<file path="config.mk">
export PLATFORM = sky130hd
export DESIGN_NAME = frps_cell
export DESIGN_NICKNAME = d
export VERILOG_FILES = /design/src/rtl/frps_pkg.sv /design/src/rtl/frps_cell.sv
export SDC_FILE = /design/constraint.sdc
export NUM_CORES = 1
export LEC_CHECK = 0
export BUFFER_PORTS_ARGS = -buffer_cell sky130_fd_sc_hd__buf_2
export CORE_MARGIN = 3
export CORE_UTILIZATION = 47
export CTS_BUF_LIST = sky130_fd_sc_hd__clkbuf_8
export DETAILED_ROUTE_END_ITERATION = 8
export GPL_ROUTABILITY_DRIVEN = 1
export PLACE_DENSITY = 0.79
export SLEW_MARGIN = 20
export SYNTH_ARGS = -nofsm -noshare
export SYNTH_HDL_FRONTEND = slang
export SYNTH_SLANG_ARGS = --single-unit
</file>
<file path="constraint.sdc">
create_clock -name clk -period 2.7 [get_ports clk]
set_clock_uncertainty 0.15 [all_clocks]
set_input_delay 0.405 -clock clk [delete_from_list [all_inputs] [get_ports clk]]
set_output_delay 0.405 -clock clk [all_outputs]
set_load 0.01 [all_outputs]
</file>
<file path="src/rtl/frps_pkg.sv">
package frps_pkg;

  // default sizes of the store
  localparam int DEF_MAX_PAGES = 32;
  localparam int DEF_MAX_SLOTS = 64;

  // widths that cover the whole parameter ranges
  localparam int PAGE_IDX_W = 6;
  localparam int REC_CNT_W  = 8;
  localparam int COST_W     = 17;

  localparam logic [15:0] PAGE_SIZE_RESET = 16'd4096;
  localparam logic [15:0] HEADER_BYTES    = 16'd16;
  localparam logic [16:0] RECORD_OVERHEAD = 17'd4;

  typedef enum logic [1:0] {
    CMD_INSERT = 2'd0,
    CMD_SEARCH = 2'd1,
    CMD_REPORT = 2'd2,
    CMD_NONE   = 2'd3
  } cmd_t;

  // result kinds
  localparam logic [1:0] KIND_INSERT = 2'd0;
  localparam logic [1:0] KIND_SEARCH = 2'd1;
  localparam logic [1:0] KIND_PAGES  = 2'd2;
  localparam logic [1:0] KIND_PAGE   = 2'd3;

  // outcomes
  localparam logic [1:0] OUT_EXISTING = 2'd0;
  localparam logic [1:0] OUT_NEW      = 2'd1;
  localparam logic [1:0] OUT_UNFIT    = 2'd2;
  localparam logic [1:0] OUT_REFUSED  = 2'd3;
  localparam logic [1:0] OUT_FOUND    = 2'd0;
  localparam logic [1:0] OUT_ABSENT   = 2'd1;

  typedef enum logic [3:0] {
    S_IDLE,
    S_INS_SCAN,
    S_INS_DONE,
    S_SRCH_PAGE,
    S_SRCH_CMP,
    S_SRCH_HIT,
    S_SRCH_MISS,
    S_REP_HEAD,
    S_REP_PAGE
  } state_t;

  // insert probe that walks down the page cells
  typedef struct packed {
    logic                  valid;
    logic                  placed;
    logic [COST_W-1:0]     cost;
    logic [PAGE_IDX_W-1:0] page;
    logic [REC_CNT_W-1:0]  slot;
  } probe_t;

  // page open command broadcast to all cells
  typedef struct packed {
    logic                  valid;
    logic [PAGE_IDX_W-1:0] page;
    logic [15:0]           free;
    logic                  fill;
  } open_t;

endpackage

</file>
<file path="src/rtl/frps_cell.sv">
module frps_cell
  import frps_pkg::*;
#(
  parameter int IDX       = 0,
  parameter int MAX_SLOTS = DEF_MAX_SLOTS
) (
  input  logic                 clk,
  input  logic                 rst,
  input  probe_t               probe_in,
  output probe_t               probe_out,
  input  open_t                open_cmd,
  output logic [REC_CNT_W-1:0] rec_count
);

  logic                 used;
  logic [15:0]          free;
  logic [REC_CNT_W-1:0] rec;
  logic                 fit;
  logic                 opening;

  // this page takes the probe's record
  assign fit = probe_in.valid && !probe_in.placed && used &&
               (rec < REC_CNT_W'(MAX_SLOTS)) && ({1'b0, free} >= probe_in.cost);
  assign opening = open_cmd.valid && (open_cmd.page == PAGE_IDX_W'(IDX));
  assign rec_count = rec;

  // page in use flag
  always_ff @(posedge clk) begin
    if (rst) begin
      used <= 1'b0;
    end else if (opening) begin
      used <= 1'b1;
    end
  end

  // page space and record count
  always_ff @(posedge clk) begin
    if (opening) begin
      free <= open_cmd.free;
      rec  <= open_cmd.fill ? REC_CNT_W'(1) : '0;
    end else if (fit) begin
      free <= free - probe_in.cost[15:0];
      rec  <= rec + REC_CNT_W'(1);
    end
  end

  // hand the probe to the next cell
  always_ff @(posedge clk) begin
    if (rst) begin
      probe_out.valid <= 1'b0;
    end else begin
      probe_out.valid <= probe_in.valid;
    end
    probe_out.cost <= probe_in.cost;
    if (fit) begin
      probe_out.placed <= 1'b1;
      probe_out.page   <= PAGE_IDX_W'(IDX);
      probe_out.slot   <= rec;
    end else begin
      probe_out.placed <= probe_in.placed;
      probe_out.page   <= probe_in.page;
      probe_out.slot   <= probe_in.slot;
    end
  end

endmodule

</file>
======== Yosys cells after proc, flatten, opt, wreduce, memory -nomap -nowiden ========
Index checks and enable logic that the tools add are counted.
word-level totals
  memories kept ........................... 0
  bits in registers ....................... 58
  ROM bits ................................ 0
  output and inout port bits .............. 41
  bits in latches ......................... 0
  bits in writable memories ............... 0
cells by class
  add/subtract/negate cells ............... 2
  div/mod/pow operators ................... 0
  bitwise gates (word level) .............. 0
  order comparisons ....................... 2
  reductions and logical operators ........ 8
  multiplexer cells ....................... 6
  equal/unequal tests ..................... 0
  multipliers ............................. 0
  shifts and indexed selects .............. 0
operators by type and width
  operator               number
  $mux W16               2
  $mux W8                3
  $ge A16 B17 Y1         1
  $sub A16 B16 Y16       1
  $add A8 B1 Y8 const B  1
  $lt A8 B7 Y1 const B   1
  $logic_not A6 Y1       1
  $logic_and A1 B1 Y1    5
  $reduce_bool A2 Y1     1
  $logic_not A1 Y1       1
  $mux W1                1

======== Logic depth before layout (Yosys ltp) ========
  depth after elaboration ................. 7
  depth in mapped cells ................... 9
  depth with buffers taken out ............ 9

======== Worst setup path after synthesis ========
OpenSTA, ideal clock, no wires.
  path kind ............................... input to register
  from .................................... in probe_in[25] in the netlist's numbering
  to ...................................... reg free[0] (enable)
  arrival ................................. 2.378 ns
  library setup time ...................... 0.382 ns
  path buffers ............................ 2
  slack ................................... -0.209 ns
  stages .................................. 9
  path through ............................ inv_1 > ha_1 > buf_2 > nand2_1 > o21ai_0 > and2b_1 > a21oi_4 > buf_6 > or2_1
between the ends
  cells in the longest elaborated chain, start to end .. 3
ends and longest elaborated chain
  item                          RTL line         source
  start: declaration            frps_cell.sv:9   input probe_t probe_in,
  $ge A16 B17 Y1                frps_cell.sv:23  (rec < REC_CNT_W'(MAX_SLOTS)) && ({1'b0, free} >= probe_in.cost);
  $logic_and A1 B1 Y1           frps_cell.sv:23
  $reduce_bool A2 Y1 (no line)  --
  end signal: assignment        frps_cell.sv:39  free <= open_cmd.free;
  end signal: assignment        frps_cell.sv:42  free <= free - probe_in.cost[15:0];
  end: declaration              frps_cell.sv:16  logic [15:0] free;
Every way passes these cells.
A chain may end at the register's enable or synchronous reset.

======== Final worst setup path ========
  from .................................... reg free[8]
  to ...................................... reg free[11], data pin
between the ends
  cells in the longest elaborated chain, start to end .. 3
ends and longest elaborated chain
  item              RTL line         source
  $sub A16 B16 Y16  frps_cell.sv:42
  $mux W16          frps_cell.sv:41  end else if (fit) begin
  $mux W16          frps_cell.sv:38  if (opening) begin
Every way passes these cells. The select of a mux whose other input is x is not followed.

==> results.yml <==
status:
  status: "completed"
sta:
  maxSlewViolCount: 0
  whs_ns: 0.0190
  max_freq_mhz: 405
  tightestPinTransition_ns: 0.485
  fin_crit_sh_pct: 91.5
  relSlewSlack_pct: 67.6
  rsz0062_at_grt: "no"
  hold_violations: 0
  finalSetupViolCount: 0
  fin_ws_ns: 0.229
  fin_crit_ns: 2.47
layout:
  layout-drive-gt1-share_pct: 35.4
  antenna_cells: 0
  nFillCells: 479
  final_cell_mix: "99 x buf_2, 34 x dfxtp_1, 28 x nor2_1, 24 x edfxtp_1, 21 x a21oi_1"
  layout.cells.most_common: "buf_2"
  final_area_mm2: 0.00374
  fin_nets: 485
  final_cells: 485
  area_delta_synth_final_pct: 29.9
cts:
  clk_pin_slew_worst_paths_ns: 0.07
  numCtsBuffers: 9
  clkLatencyLatePin_ns: 0.35
  root_buffer: "clkbuf_8"
  cts.sinks: 58
  hold_buffers: 0
  post_cts.resized_instances: 0
  htree_levels: 3
  cts_tree: "done"
  clock_path_buffers: 2
  post_cts_buffers: 0
detailed_routing:
  drt-total-wl_um: 6750
  drc: 0
  first_pass_iters: 4
  num_vias: 2507
  routedWlPerCell_um: 13.9
  vias_per_cell: 5.17
  detail-route-antenna-nets: 0
  initialDrtViolationCount: 126
die:
  die_h_um: 84.2
  start_util_pct: 50.4
  io-pin-count: 100
  dieArea_mm2: 0.00709
  num_rows: 27
  coreArea_mm2: 0.00571
  die_x_um: 84.2
min_path:
  holdPathEnd: "probe_out[30]"
  hold_start: "probe_in[30]"
  min_delay_path_depth: 1
  hold_path.class: "primary input to register"
grt:
  grt_usage_pct: 19.9
  grt_start_max_net_pins: 25
  grt-ovfl-total: 0
  grt_pass1_vias: 2508
  grt_antenna_before_repair: 0
  grt_pass1_wl_um: 11200
placement:
  gp_congestion: 0.854
  port_buffers: 99
  place_worst_setup_slack_ns: -0.0140
  dp_cells: 469
  postPlaceCellArea_mm2: 0.00356
  hpwlAfterDp_um: 5060
run:
  drv_cap: 0
yosys:
  syn_inst: 288
  ys_ff_latch: 58
  ys_types: 53
  synth_edf_count: 24
  synth_area_per_cell_um2: 9.99
  synth-xor-area-share_pct: 3.96
  synthMuxAreaShare_pct: 2.70
  synth_compound_area_share_pct: 14.7
  synth_fa_ha_area_share_pct: 8.09
  syn_nets: 365
  synth-simple-area-share_pct: 17.7
  ys.flop_type: "dfxtp_1"
  async_flop_share_pct: 0
  synth_top_family_by_area: "simple AND/OR/NAND/NOR gates"
  ys_seq_area_share_pct: 48.7
  yosys_warnings: 0
  syn_area_mm2: 0.00288
power:
  p_leak_nw: 1.73
  cellPowerDensity_mw_per_mm2: 516
  irDropWorstVdd_uv: 282
setup_path:
  crit_path_end_kind: "register"
  crit_start: "free[8]"
  cp-start-kind: "register"
  critPathKind: "register to register"
  r2r-start: "free[8]"
  rr_worst_depth: 8
  cp_common_cell: "buf_4"
  critPathRequiredTime_ns: 2.65
  path_max_fanout: 4
  critical_path_arrival_ns: 2.42
  path_cells: "ha_1 > buf_4 > nand2_1 > o21ai_0 > buf_4 > and2b_1 > or3_1 > and3_1"
  r2r_end: "free[11]"
  cp_slowest_cell: "edfxtp_1"
  critPathMaxStageDelay_ns: 0.38
  rrSetupSlack_ns: 0.23
[through the flow]
stage / TNS, ns / power (mW) / util, %
6_report: 0 / 1.93 / 65.5
4_1_cts: 0 / 1.94 / 65.4
2_1_floorplan: 0 / 1.11 / -
5_1_grt: 0 / 2.02 / 65.5
3_3_place_gp: 0 / 1.21 / 62.3
3_5_place_dp: -0.324 / 1.22 / 62.3
[report_power, final]
group          switching, mW  leakage (nW)  internal (mW)
clock network          0.372        0.0969          0.358
registers            0.00611         0.502          0.942
logic                  0.125          1.13          0.126
total                  0.502          1.73           1.43
[registers in the layout, summed over array words and instances (netlist names)]
register,count
used,1
free,16
rec_count,8
probe_out,33
[final cells by class]
| type | instances | area [um^2] | area share (%) |
|---|---|---|---|
| Sequential cell | 58 | 1400 | 37.5 |
| Clock buffer | 10 | 138 | 3.68 |
| Multi-Input combinational cell | 202 | 1360 | 36.4 |
| Timing Repair Buffer | 118 | 638 | 17.1 |
| Inverter | 19 | 71.3 | 1.91 |
| Tap cell | 72 | 90.1 | 2.41 |
| Clock inverter | 6 | 40.0 | 1.07 |
[synth_stat cells (4+ instances only)]
cell | count | share of area (%)
nor2_1 | 28 | 3.7
nand3_1 | 11 | 1.9
nor3_1 | 9 | 1.6
a21o_1 | 5 | 1.3
inv_1 | 19 | 2.5
ha_1 | 17 | 7.4
edfxtp_1 | 24 | 25
nand2_1 | 16 | 2.1
mux2_2 | 6 | 2.3
o21a_1 | 4 | 1.0
a21oi_1 | 21 | 3.7
o21ai_0 | 12 | 2.1
buf_2 | 5 | 0.87
dfxtp_1 | 34 | 24
xnor2_1 | 4 | 1.2
xor2_1 | 9 | 2.7
nor2b_1 | 11 | 2.4
[per-layer routing]
metal | vias up | GRT usage [%] | part of all wire, %
met5 | - | 0 | 0
met2 | 88 | 33.6 | 49
met3 | 16 | 5.00 | 6.1
met4 | 0 | 10.5 | 2.5
li1 | 1267 | - | -
met1 | 1136 | 23.3 | 42
[worst max-delay path, delay by kind of cell (launching register included)]
kind | cells | cell delay, ns
flip-flops | 1 | 0.38
adder cells (fa/ha/maj) | 1 | 0.33
AND/OR/NAND/NOR | 4 | 0.82
buffers and inverters | 2 | 0.30
AO/OA/AOI/OAI | 1 | 0.25
[how the worst max path moves through the flow]
stage | cells past startpoint | to | slack, ns
finish | 8 | free[11] | 0.23
detailed placement | 9 | free[6] | -0.01
floorplan | 9 | free[0] | 0.03
global placement | 9 | free[5] | 0.07
global route | 7 | free[13] | 0.10
CTS | 7 | rec_count[0] | 0.11
[cells by family after synthesis]
| kind of cell | after synthesis |
|---|---|
| AND/OR/NAND/NOR | 100 |
| XOR/XNOR | 13 |
| adder cells (fa/ha/maj) | 18 |
| multiplexers | 7 |
| AO/OA/AOI/OAI | 64 |
| flip-flops | 58 |
| buffers and inverters | 28 |
Note: power is estimated with default switching activity, not from simulation.
